==> config.mk <==
export PLATFORM = sky130hd
export DESIGN_NAME = hsv_to_rgb_converter
export DESIGN_NICKNAME = d
export VERILOG_FILES = /design/src/sv/hsv_pkg.sv /design/src/sv/hsv_pipe_ctl.sv /design/src/sv/hsv_hue.sv /design/src/sv/hsv_chan.sv /design/src/sv/hsv_to_rgb_converter.sv
export SDC_FILE = /design/constraint.sdc
export NUM_CORES = 2
export LEC_CHECK = 0
export ABC_AREA = 1
export BUFFER_PORTS_ARGS = -buffer_cell sky130_fd_sc_hd__buf_2
export CELL_PAD_IN_SITES_DETAIL_PLACEMENT = 2
export CELL_PAD_IN_SITES_GLOBAL_PLACEMENT = 2
export CORE_MARGIN = 1
export CORE_UTILIZATION = 39
export CTS_CLUSTER_DIAMETER = 40
export DETAILED_ROUTE_END_ITERATION = 12
export GPL_ROUTABILITY_DRIVEN = 1
export PLACE_DENSITY_LB_ADDON = 0.2
export SETUP_SLACK_MARGIN = 0.5
export SLEW_MARGIN = 20
export SYNTH_ARGS = -nofsm -noshare
export SYNTH_HDL_FRONTEND = slang
export SYNTH_SLANG_ARGS = --single-unit
==> constraint.sdc <==
create_clock -name aclk -period 4.99 [get_ports aclk]
set_clock_uncertainty 0.1 [all_clocks]
set_input_delay 0 -clock aclk [delete_from_list [all_inputs] [get_ports aclk]]
set_output_delay 0 -clock aclk [all_outputs]
set_load 0.01 [all_outputs]
==> src/sv/hsv_pkg.sv <==
// ----------------------------------------------------------------------------
// hsv_pkg
// Shared types and constants for the HSV to RGB converter pipeline.
// ----------------------------------------------------------------------------
package hsv_pkg;

    localparam int HUE_W       = 16;
    localparam int CHAN_W      = 8;
    localparam int SV_W        = 9;
    localparam int NUM_STAGES  = 10;

    // Chroma and offset use 16 fraction bits, 65536 = 1.0
    localparam int CHROMA_W    = 17;
    localparam logic [SV_W-1:0] SV_ONE = 9'd256;

    // Configuration port
    localparam int CFG_IDX_W   = 1;
    localparam int CFG_DATA_W  = 9;
    localparam logic [CFG_IDX_W-1:0] CFG_SATURATION = 1'b0;
    localparam logic [CFG_IDX_W-1:0] CFG_BRIGHTNESS = 1'b1;
    localparam logic [CFG_DATA_W-1:0] SATURATION_RST = 9'd154;
    localparam logic [CFG_DATA_W-1:0] BRIGHTNESS_RST = 9'd220;

    // Scaled second component before the final divide by 15 stays below 15 * 256
    localparam int VAL_W       = 12;
    // floor(x / 15) == (x * 2185) >> 15 for every x below 3840
    localparam int DIV15_RECIP = 2185;
    localparam int DIV15_SH    = 15;
    localparam int DIV15_W     = 24;

    typedef logic [NUM_STAGES-1:0] stage_en_t;

    typedef enum logic [2:0] {
        SEC_R_TO_Y = 3'd0,
        SEC_Y_TO_G = 3'd1,
        SEC_G_TO_C = 3'd2,
        SEC_C_TO_B = 3'd3,
        SEC_B_TO_M = 3'd4,
        SEC_M_TO_R = 3'd5
    } hue_sector_t;

endpackage

==> src/sv/hsv_pipe_ctl.sv <==
// ----------------------------------------------------------------------------
// hsv_pipe_ctl
// Valid bits and per-stage load enables; bubbles collapse under a stall.
// ----------------------------------------------------------------------------
module hsv_pipe_ctl (
    input  logic               aclk,
    input  logic               aresetn,
    input  logic               s_valid,
    output logic               s_ready,
    output logic               m_valid,
    input  logic               m_ready,
    output hsv_pkg::stage_en_t en
);

    localparam int N = hsv_pkg::NUM_STAGES;

    logic [N-1:0] valid_reg;
    logic [N-1:0] valid_next;

    // A stage may load when it or any stage after it is empty, or the sink takes
    for (genvar i = 0; i < N; i++) begin : g_en
        assign en[i] = m_ready | ~(&valid_reg[N-1:i]);
    end

    always_comb begin
        valid_next = valid_reg;
        if (en[0]) begin
            valid_next[0] = s_valid;
        end
        for (int i = 1; i < N; i++) begin
            if (en[i]) begin
                valid_next[i] = valid_reg[i-1];
            end
        end
    end

    always_ff @(posedge aclk) begin
        if (!aresetn) begin
            valid_reg <= '0;
        end else begin
            valid_reg <= valid_next;
        end
    end

    assign s_ready = en[0];
    assign m_valid = valid_reg[N-1];

`ifndef NO_ASSERTIONS
    a_accept_enters: assert property (@(posedge aclk) disable iff (!aresetn)
        s_valid && s_ready |=> valid_reg[0])
        else $error("accepted word did not enter the first stage");

    a_word_count: assert property (@(posedge aclk) disable iff (!aresetn)
        aresetn |=> ($countones(valid_reg) == $past($countones(valid_reg))
            + ($past(s_valid && s_ready) ? 1 : 0) - ($past(m_valid && m_ready) ? 1 : 0)))
        else $error("word lost or duplicated in the pipeline");

    a_full_stall: assert property (@(posedge aclk) disable iff (!aresetn)
        (&valid_reg) && !m_ready |-> !s_ready)
        else $error("input taken while every stage is full and stalled");

    a_bubble_accept: assert property (@(posedge aclk) disable iff (!aresetn)
        !valid_reg[0] |-> s_ready)
        else $error("input refused although the first stage is empty");
`endif

endmodule

==> src/sv/hsv_hue.sv <==
// ----------------------------------------------------------------------------
// hsv_hue
// Hue reduction into one turn, sector search and distance to the even boundary.
// Stages 1 to 6 of the pipeline.
// ----------------------------------------------------------------------------
module hsv_hue #(
    parameter int HUE_FRAC_BITS = 6
) (
    input  logic                              aclk,
    input  hsv_pkg::stage_en_t                en,
    input  logic signed [hsv_pkg::HUE_W-1:0]  hue,
    output hsv_pkg::hue_sector_t              sector,
    output logic [$clog2((60 << HUE_FRAC_BITS) + 1)-1:0] k
);

    localparam int FULL_TURN = 360 << HUE_FRAC_BITS;
    localparam int SEC       = 60 << HUE_FRAC_BITS;
    localparam int SEC_W     = $clog2(SEC + 1);
    localparam int F_W       = $clog2(SEC);
    localparam int HM_W      = $clog2(FULL_TURN);
    localparam int FT_W      = $clog2(FULL_TURN + 1);
    // Smallest multiple of a turn that lifts every hue to zero or above
    localparam int OFFSET    = ((32768 + FULL_TURN - 1) / FULL_TURN) * FULL_TURN;
    localparam int U_W       = $clog2(32767 + OFFSET + 1);
    // Quotient estimate is exact or one low because u < 2^U_W
    localparam int R_TURN    = (1 << U_W) / FULL_TURN;
    localparam int R_W       = $clog2(R_TURN + 1);
    localparam int TP_W      = U_W + FT_W;

    // Stage 1
    logic [U_W-1:0]       u1_reg, u1_next;
    // Stage 2
    logic [U_W+R_W-1:0]   p2_reg, p2_next;
    logic [U_W-1:0]       u2_reg;
    // Stage 3
    logic [U_W-1:0]       tprod3_reg, tprod3_next;
    logic [U_W-1:0]       u3_reg;
    // Stage 4
    logic [HM_W-1:0]      hm4_reg, hm4_next;
    // Stage 5
    hsv_pkg::hue_sector_t sector5_reg, sector5_next;
    logic [F_W-1:0]       f5_reg, f5_next;
    // Stage 6
    hsv_pkg::hue_sector_t sector6_reg;
    logic [SEC_W-1:0]     k6_reg, k6_next;

    logic [R_W-1:0]       t3;
    logic [TP_W-1:0]      tprod_full;
    logic [U_W-1:0]       r1;
    logic [U_W:0]         r2;
    logic [HM_W-1:0]      base5;
    logic [HM_W-1:0]      diff5;
    logic                 odd5;

    always_comb begin
        u1_next = {{(U_W-hsv_pkg::HUE_W){hue[hsv_pkg::HUE_W-1]}}, hue} + U_W'(OFFSET);

        p2_next = (U_W+R_W)'(u1_reg) * (U_W+R_W)'(R_TURN);

        t3          = p2_reg[U_W +: R_W];
        tprod_full  = TP_W'(t3) * TP_W'(FULL_TURN);
        tprod3_next = tprod_full[U_W-1:0];

        // One correction step brings the remainder below a full turn
        r1       = u3_reg - tprod3_reg;
        r2       = {1'b0, r1} - (U_W+1)'(FULL_TURN);
        hm4_next = r2[U_W] ? r1[HM_W-1:0] : r2[HM_W-1:0];

        if (hm4_reg >= HM_W'(5 * SEC)) begin
            sector5_next = hsv_pkg::SEC_M_TO_R;
            base5        = HM_W'(5 * SEC);
        end else if (hm4_reg >= HM_W'(4 * SEC)) begin
            sector5_next = hsv_pkg::SEC_B_TO_M;
            base5        = HM_W'(4 * SEC);
        end else if (hm4_reg >= HM_W'(3 * SEC)) begin
            sector5_next = hsv_pkg::SEC_C_TO_B;
            base5        = HM_W'(3 * SEC);
        end else if (hm4_reg >= HM_W'(2 * SEC)) begin
            sector5_next = hsv_pkg::SEC_G_TO_C;
            base5        = HM_W'(2 * SEC);
        end else if (hm4_reg >= HM_W'(SEC)) begin
            sector5_next = hsv_pkg::SEC_Y_TO_G;
            base5        = HM_W'(SEC);
        end else begin
            sector5_next = hsv_pkg::SEC_R_TO_Y;
            base5        = '0;
        end
        diff5  = hm4_reg - base5;
        f5_next = diff5[F_W-1:0];

        odd5 = (sector5_reg == hsv_pkg::SEC_Y_TO_G) || (sector5_reg == hsv_pkg::SEC_C_TO_B)
            || (sector5_reg == hsv_pkg::SEC_M_TO_R);
        k6_next = odd5 ? (SEC_W'(SEC) - SEC_W'(f5_reg)) : SEC_W'(f5_reg);
    end

    always_ff @(posedge aclk) begin
        if (en[0]) begin
            u1_reg <= u1_next;
        end
        if (en[1]) begin
            p2_reg <= p2_next;
            u2_reg <= u1_reg;
        end
        if (en[2]) begin
            tprod3_reg <= tprod3_next;
            u3_reg     <= u2_reg;
        end
        if (en[3]) begin
            hm4_reg <= hm4_next;
        end
        if (en[4]) begin
            sector5_reg <= sector5_next;
            f5_reg      <= f5_next;
        end
        if (en[5]) begin
            sector6_reg <= sector5_reg;
            k6_reg      <= k6_next;
        end
    end

    assign sector = sector6_reg;
    assign k      = k6_reg;

endmodule

==> src/sv/hsv_chan.sv <==
// ----------------------------------------------------------------------------
// hsv_chan
// Chroma and offset from the configuration, second component, scaling to
// 8-bit channels and placement by sector. Stages 1 to 10 of the pipeline.
// ----------------------------------------------------------------------------
module hsv_chan #(
    parameter int HUE_FRAC_BITS = 6
) (
    input  logic                               aclk,
    input  hsv_pkg::stage_en_t                 en,
    input  logic [hsv_pkg::SV_W-1:0]           saturation,
    input  logic [hsv_pkg::SV_W-1:0]           brightness,
    input  hsv_pkg::hue_sector_t               sector,
    input  logic [$clog2((60 << HUE_FRAC_BITS) + 1)-1:0] k,
    output logic [hsv_pkg::CHAN_W-1:0]         red,
    output logic [hsv_pkg::CHAN_W-1:0]         green,
    output logic [hsv_pkg::CHAN_W-1:0]         blue
);

    localparam int SEC     = 60 << HUE_FRAC_BITS;
    localparam int SEC_W   = $clog2(SEC + 1);
    localparam int CW      = hsv_pkg::CHROMA_W;
    localparam int CH      = hsv_pkg::CHAN_W;
    localparam int MS_W    = CW + SEC_W;
    localparam int SUM_W   = 16 + SEC_W;
    localparam int P9_W    = SUM_W + 8;
    // 65536 * SEC = 15 * 2^(18 + HUE_FRAC_BITS)
    localparam int X_SH    = 18 + HUE_FRAC_BITS;
    localparam int VAL_W   = hsv_pkg::VAL_W;
    localparam int QP_W    = hsv_pkg::DIV15_W;

    // Stage 1
    logic [hsv_pkg::SV_W-1:0] v1_reg, v1_next;
    logic [CW-1:0]            c1_reg, c1_next;
    // Stage 2
    logic [CW-1:0]            c2_reg, m2_reg, m2_next;
    logic [CH-1:0]            full2_reg, full2_next;
    // Stage 3 to 9 carry
    logic [CW-1:0]            c3_reg, c4_reg, c5_reg, c6_reg;
    logic [MS_W-1:0]          ms3_reg, ms4_reg, ms5_reg, ms6_reg, ms7_reg, ms3_next;
    logic [CH-1:0]            zero3_reg, zero3_next;
    logic [CH-1:0]            full3_reg, full4_reg, full5_reg, full6_reg;
    logic [CH-1:0]            full7_reg, full8_reg, full9_reg;
    logic [CH-1:0]            zero4_reg, zero5_reg, zero6_reg;
    logic [CH-1:0]            zero7_reg, zero8_reg, zero9_reg;
    // Stage 7 to 9
    hsv_pkg::hue_sector_t     sector7_reg, sector8_reg, sector9_reg;
    logic [MS_W-1:0]          xk7_reg, xk7_next;
    logic [SUM_W-1:0]         sum8_reg, sum8_next;
    logic [VAL_W-1:0]         val9_reg, val9_next;
    // Stage 10
    logic [CH-1:0]            red_reg, green_reg, blue_reg;
    logic [CH-1:0]            red_next, green_next, blue_next;

    logic [hsv_pkg::SV_W-1:0] s_cl, v_cl;
    logic [2*hsv_pkg::SV_W-1:0] sv_prod;
    logic [CW-1:0]            vp;
    logic [24:0]              mp;
    logic [P9_W-1:0]          p9;
    logic [QP_W-1:0]          q10;
    logic [CH-1:0]            x10;

    always_comb begin
        // Registers above 1.0 saturate to 1.0
        s_cl    = (saturation > hsv_pkg::SV_ONE) ? hsv_pkg::SV_ONE : saturation;
        v_cl    = (brightness > hsv_pkg::SV_ONE) ? hsv_pkg::SV_ONE : brightness;
        sv_prod = (2*hsv_pkg::SV_W)'(s_cl) * (2*hsv_pkg::SV_W)'(v_cl);
        c1_next = sv_prod[CW-1:0];
        v1_next = v_cl;

        m2_next    = {v1_reg[CW-9:0], 8'd0} - c1_reg;
        vp         = CW'(v1_reg) * CW'(255);
        full2_next = vp[15:8];

        mp         = 25'(m2_reg) * 25'd255;
        zero3_next = mp[23:16];
        ms3_next   = MS_W'(m2_reg) * MS_W'(SEC);

        xk7_next  = MS_W'(c6_reg) * MS_W'(k);
        sum8_next = SUM_W'(xk7_reg) + SUM_W'(ms7_reg);
        p9        = P9_W'(sum8_reg) * P9_W'(255);
        val9_next = p9[X_SH +: VAL_W];

        q10 = QP_W'(val9_reg) * QP_W'(hsv_pkg::DIV15_RECIP);
        x10 = q10[hsv_pkg::DIV15_SH +: CH];

        case (sector9_reg)
            hsv_pkg::SEC_R_TO_Y: begin
                red_next = full9_reg; green_next = x10;       blue_next = zero9_reg;
            end
            hsv_pkg::SEC_Y_TO_G: begin
                red_next = x10;       green_next = full9_reg; blue_next = zero9_reg;
            end
            hsv_pkg::SEC_G_TO_C: begin
                red_next = zero9_reg; green_next = full9_reg; blue_next = x10;
            end
            hsv_pkg::SEC_C_TO_B: begin
                red_next = zero9_reg; green_next = x10;       blue_next = full9_reg;
            end
            hsv_pkg::SEC_B_TO_M: begin
                red_next = x10;       green_next = zero9_reg; blue_next = full9_reg;
            end
            default: begin
                red_next = full9_reg; green_next = zero9_reg; blue_next = x10;
            end
        endcase
    end

    always_ff @(posedge aclk) begin
        if (en[0]) begin
            v1_reg <= v1_next;
            c1_reg <= c1_next;
        end
        if (en[1]) begin
            c2_reg    <= c1_reg;
            m2_reg    <= m2_next;
            full2_reg <= full2_next;
        end
        if (en[2]) begin
            c3_reg    <= c2_reg;
            ms3_reg   <= ms3_next;
            zero3_reg <= zero3_next;
            full3_reg <= full2_reg;
        end
        if (en[3]) begin
            c4_reg    <= c3_reg;
            ms4_reg   <= ms3_reg;
            zero4_reg <= zero3_reg;
            full4_reg <= full3_reg;
        end
        if (en[4]) begin
            c5_reg    <= c4_reg;
            ms5_reg   <= ms4_reg;
            zero5_reg <= zero4_reg;
            full5_reg <= full4_reg;
        end
        if (en[5]) begin
            c6_reg    <= c5_reg;
            ms6_reg   <= ms5_reg;
            zero6_reg <= zero5_reg;
            full6_reg <= full5_reg;
        end
        if (en[6]) begin
            xk7_reg     <= xk7_next;
            ms7_reg     <= ms6_reg;
            zero7_reg   <= zero6_reg;
            full7_reg   <= full6_reg;
            sector7_reg <= sector;
        end
        if (en[7]) begin
            sum8_reg    <= sum8_next;
            zero8_reg   <= zero7_reg;
            full8_reg   <= full7_reg;
            sector8_reg <= sector7_reg;
        end
        if (en[8]) begin
            val9_reg    <= val9_next;
            zero9_reg   <= zero8_reg;
            full9_reg   <= full8_reg;
            sector9_reg <= sector8_reg;
        end
        if (en[9]) begin
            red_reg   <= red_next;
            green_reg <= green_next;
            blue_reg  <= blue_next;
        end
    end

    assign red   = red_reg;
    assign green = green_reg;
    assign blue  = blue_reg;

endmodule

==> src/sv/hsv_to_rgb_converter.sv <==
// ----------------------------------------------------------------------------
// hsv_to_rgb_converter
// Converts a signed hue word to an 8-bit RGB triple with saturation and
// brightness taken from two configuration registers.
// ----------------------------------------------------------------------------
// Takes one hue word per clock while the output is not stalled, and returns
// one RGB word per hue, in order. The ten register stages are hue offset,
// turn quotient multiply, turn product, remainder correction, sector search,
// boundary distance, chroma multiply, offset add, scale by 255 and divide by
// 15 with channel placement. A stalled output keeps flowing into empty
// stages, so the input stays ready while any stage holds a bubble.
// Saturation and brightness use 256 as 1.0; values above 256 act as 256.
// Write them only while no word is in flight.
// ----------------------------------------------------------------------------
module hsv_to_rgb_converter #(
    parameter int HUE_FRAC_BITS = 6
) (
    input  logic                                aclk,
    input  logic                                aresetn,
    input  logic                                s_valid,
    output logic                                s_ready,
    input  logic signed [hsv_pkg::HUE_W-1:0]    s_hue,
    output logic                                m_valid,
    input  logic                                m_ready,
    output logic [hsv_pkg::CHAN_W-1:0]          m_red,
    output logic [hsv_pkg::CHAN_W-1:0]          m_green,
    output logic [hsv_pkg::CHAN_W-1:0]          m_blue,
    input  logic                                cfg_wr_en,
    input  logic [hsv_pkg::CFG_IDX_W-1:0]       cfg_wr_index,
    input  logic [hsv_pkg::CFG_DATA_W-1:0]      cfg_wr_data
);

    localparam int SEC_W = $clog2((60 << HUE_FRAC_BITS) + 1);

    logic [hsv_pkg::SV_W-1:0] saturation_reg, saturation_next;
    logic [hsv_pkg::SV_W-1:0] brightness_reg, brightness_next;

    hsv_pkg::stage_en_t   en;
    hsv_pkg::hue_sector_t sector;
    logic [SEC_W-1:0]     k;

    always_comb begin
        saturation_next = saturation_reg;
        brightness_next = brightness_reg;
        if (cfg_wr_en) begin
            case (cfg_wr_index)
                hsv_pkg::CFG_SATURATION: saturation_next = cfg_wr_data;
                hsv_pkg::CFG_BRIGHTNESS: brightness_next = cfg_wr_data;
                default: ;
            endcase
        end
    end

    always_ff @(posedge aclk) begin
        if (!aresetn) begin
            saturation_reg <= hsv_pkg::SATURATION_RST;
            brightness_reg <= hsv_pkg::BRIGHTNESS_RST;
        end else begin
            saturation_reg <= saturation_next;
            brightness_reg <= brightness_next;
        end
    end

    hsv_pipe_ctl u_ctl (
        .aclk    (aclk),
        .aresetn (aresetn),
        .s_valid (s_valid),
        .s_ready (s_ready),
        .m_valid (m_valid),
        .m_ready (m_ready),
        .en      (en)
    );

    hsv_hue #(
        .HUE_FRAC_BITS (HUE_FRAC_BITS)
    ) u_hue (
        .aclk   (aclk),
        .en     (en),
        .hue    (s_hue),
        .sector (sector),
        .k      (k)
    );

    hsv_chan #(
        .HUE_FRAC_BITS (HUE_FRAC_BITS)
    ) u_chan (
        .aclk       (aclk),
        .en         (en),
        .saturation (saturation_reg),
        .brightness (brightness_reg),
        .sector     (sector),
        .k          (k),
        .red        (m_red),
        .green      (m_green),
        .blue       (m_blue)
    );

endmodule

==> impl_metrics.tcl <==
set metrics [dict create \
    vias 34607 \
    grt_pass1_wl_mm 253 \
    tightestPinTransition_ps 1180 \
    cts_root_buf "clkbuf_16" \
    r2r-start "u_chan.c6_reg[9]" \
    coreArea_sq_mm 0.110 \
    crit_start "u_chan.c6_reg[9]" \
    design_area_sq_mm 0.0562 \
    cts_sinks 579 \
    final_common_cell "inv_1" \
    period_needed_ps 5660 \
    synth-seq-area-share_pct 39.4 \
    globalplace.congestion 0.830 \
    cpMostUsedCell "fa_1" \
    async_flop_share_pct 0 \
    ios 57 \
    final_cell_mix "inv_1, nand2_1, edfxtp_1" \
    final_nets 5585 \
    hp-class "primary input to flip-flop" \
    setup_ws_ps -672 \
    rr_worst_depth 22 \
    fin_cells 6273 \
    required_ps 5380 \
    setup_violations 22 \
    crit_buf_inv 8 \
    drv_slew 0 \
    synthesis.area_sq_mm 0.0434 \
    yosys_register_bits 579 \
    path_class "flip-flop to flip-flop" \
    post-route-period-util_pct 113 \
    diodes 0 \
    wirelength_mm 194 \
    grt_pass1_vias 39282 \
    cp_slowest_cell "fa_1" \
    die_h_um 335 \
    endpoint "u_chan.xk7_reg[27]" \
    clk_transition_reported_paths_ps 70 \
    violations "negative setup slack" \
    yosysUniqueCellTypes 57 \
    dpl.hpwl_mm 102 \
    fp.dieArea_sq_mm 0.113 \
    timing.rr.end "u_chan.xk7_reg[27]" \
    cts_buffers 95 \
    fillerInstances 10841 \
    start_util_pct 39.6 \
    synth_nets 5016 \
    h-tree-depth 3 \
    crit_arrival_ps 6050 \
    num_rows 121 \
    regToRegSetupSlack_ps -670 \
    hold_viol 0 \
    drt_first_pass_iters 5 \
    synth_cells 4148 \
    clockBufferDepth 3 \
    crit_path_max_incr_delay_ps 560 \
    placed_area_sq_mm 0.0471 \
    detail-route-antenna-nets 0 \
    synth_edf_count 551 \
    utilization_pct 51.2 \
    grt_max_degree 79 \
    crit_path_start_kind "flip-flop" \
    place_inst 5789 \
    clock_latency_ps 740 \
    setup-tns-final_ps -6840 \
    drv_cap 0 \
    synth_warnings 0 \
    grtUsageTotal_pct 30.2 \
    status "finished with violations" \
    clock.fmax_ghz 0.177 \
    area_growth_pct 29.5 \
    wl_per_cell_um 30.9 \
    cts_tree "done" \
    synth_area_per_cell_sq_um 10.5 \
    crit_family "adder cells" \
    die_w_um 335 \
    via_per_inst 5.52 \
    cp-end-kind "flip-flop" \
    cp.depth 22 \
    cp_max_fo 8 \
    multi_input_area_sq_mm 0.0261 \
    drcViolationCount 0 \
    place.port_buffers 56 \
    grt_overflow 0 \
    rsz0062_at_grt "true" \
    drt_iter0_markers 2168 \
    antenna_found_initial 0 \
    drive_above_1_share_pct 26.7 \
    relSlewSlack_pct 21.1 \
    ys.flop_type "edfxtp_1" \
    register_area_sq_mm 0.0171 \
    cp_cell_sequence "buf_6 > buf_4 > nand2_1 > inv_1 > fa_1 > inv_2 > fa_1 > fa_1 > inv_1 > fa_1 > inv_1 > fa_1 > inv_2 > ha_4 > nand2_4 > nor2_4 > inv_1 > nor2_1 > and3_1 > nand2_1 > nand3_2 > xor2_2" \
]
-- worst register-to-register path, cell delays in order (launching register included) --
cell      delay (ps)
edfxtp_1         390
buf_6            170
buf_4            160
nand2_1           90
inv_1             90
fa_1             560
inv_2             90
fa_1             530
fa_1             550
inv_1             90
fa_1             480
inv_1             50
fa_1             520
inv_2             60
ha_4             310
nand2_4           90
nor2_4           140
inv_1            100
nor2_1           190
and3_1           230
nand2_1          100
nand3_2          120
xor2_2           220
-- how the worst min path moves through the flow --
stage	cells after the start	from	endpoint	slack, ps
after global routing	4	cfg_wr_data[3]	saturation_reg[3]	70
after CTS	4	cfg_wr_data[3]	saturation_reg[3]	9
after floorplan	0	s_hue[0]	u_hue.u1_reg[0]	-1
after detailed placement	1	s_hue[9]	u_hue.u1_reg[9]	80
final	4	cfg_wr_data[2]	saturation_reg[2]	20
after global placement	1	s_hue[1]	u_hue.u1_reg[1]	80
-- cells in the mapped netlist (all sizes together) (2+ instances only) --
library cell  number  share of area (%)
a21oi            173                2.0
dfxtp             28                1.3
clkbuf            45               0.39
fa               461                 21
and3               2              0.029
o21a               6               0.10
o21bai            23               0.40
edfxtp           551                 38
or2                4              0.063
a211oi             6               0.10
nand3b             2              0.035
nor3              43               0.51
nand2            760                6.6
nor2             230                2.1
nand4             38               0.60
a22oi             10               0.17
inv              909                7.9
xnor2             49                1.0
clkinv             4              0.035
nand3            147                1.7
ha               376                 11
nor4              13               0.19
o211ai             8               0.15
a31oi             17               0.25
a21o              32               0.55
xor2             100                2.1
o21ai             97                1.2
a21boi             6               0.10
-- cell families (layout without fill, tap and decap cells) --
group                      Yosys count  in the layout  share of synthesized area, %
AOI/OAI and AO/OA                  382            382                          5.08
DFF                                579            579                          39.4
adders and majority gates          837            837                          32.1
and+or+nand+nor                   1242           1242                          11.9
xor gates and xnor gates           149            149                          3.10
buffers and inverters              959           1608                          8.30
-- routing by layer --
layer  routed length [um]  global-route usage [%]  up-vias
li1                     -                       -    14426
met1                67300                    32.2    18034
met2               104000                    57.7     1385
met3                 7320                    3.30      762
met4                15400                    16.2        0
met5                    0                       0        -
-- per-stage QoR --
stage | setup slack [ps] | hold WS [ps]
2_1_floorplan | 313 | -1.13
3_3_place_gp | 26.6 | 77.3
3_5_place_dp | -138 | 79.0
4_1_cts | -87.1 | 9.04
5_1_grt | -739 | 73.0
6_report | -672 | 23.1
-- layout make-up --
type                       instances  share of cell area [%]
inverter                         913                    6.20
sequential                       579                    30.5
clock inverter                    76                    1.58
clock buffer                     101                    4.35
timing repair buffer             518                    7.71
tap                             1476                    3.29
multi-input combinational       2610                    46.4
-- what timing repair did --
action / in CTS / in global routing
setup buffers: 159 / 86
gates resized for setup: 517 / 301
cloned: 2 / 0
endpoints found under the hold margin: 53 / 0
endpoints found under the setup margin: 50 / 57
pin swaps: 243 / 202
hold buffers: 60 / 0
Power is not shown: default switching activity piles up to over one toggle a cycle in this logic, so the estimate is an artifact.
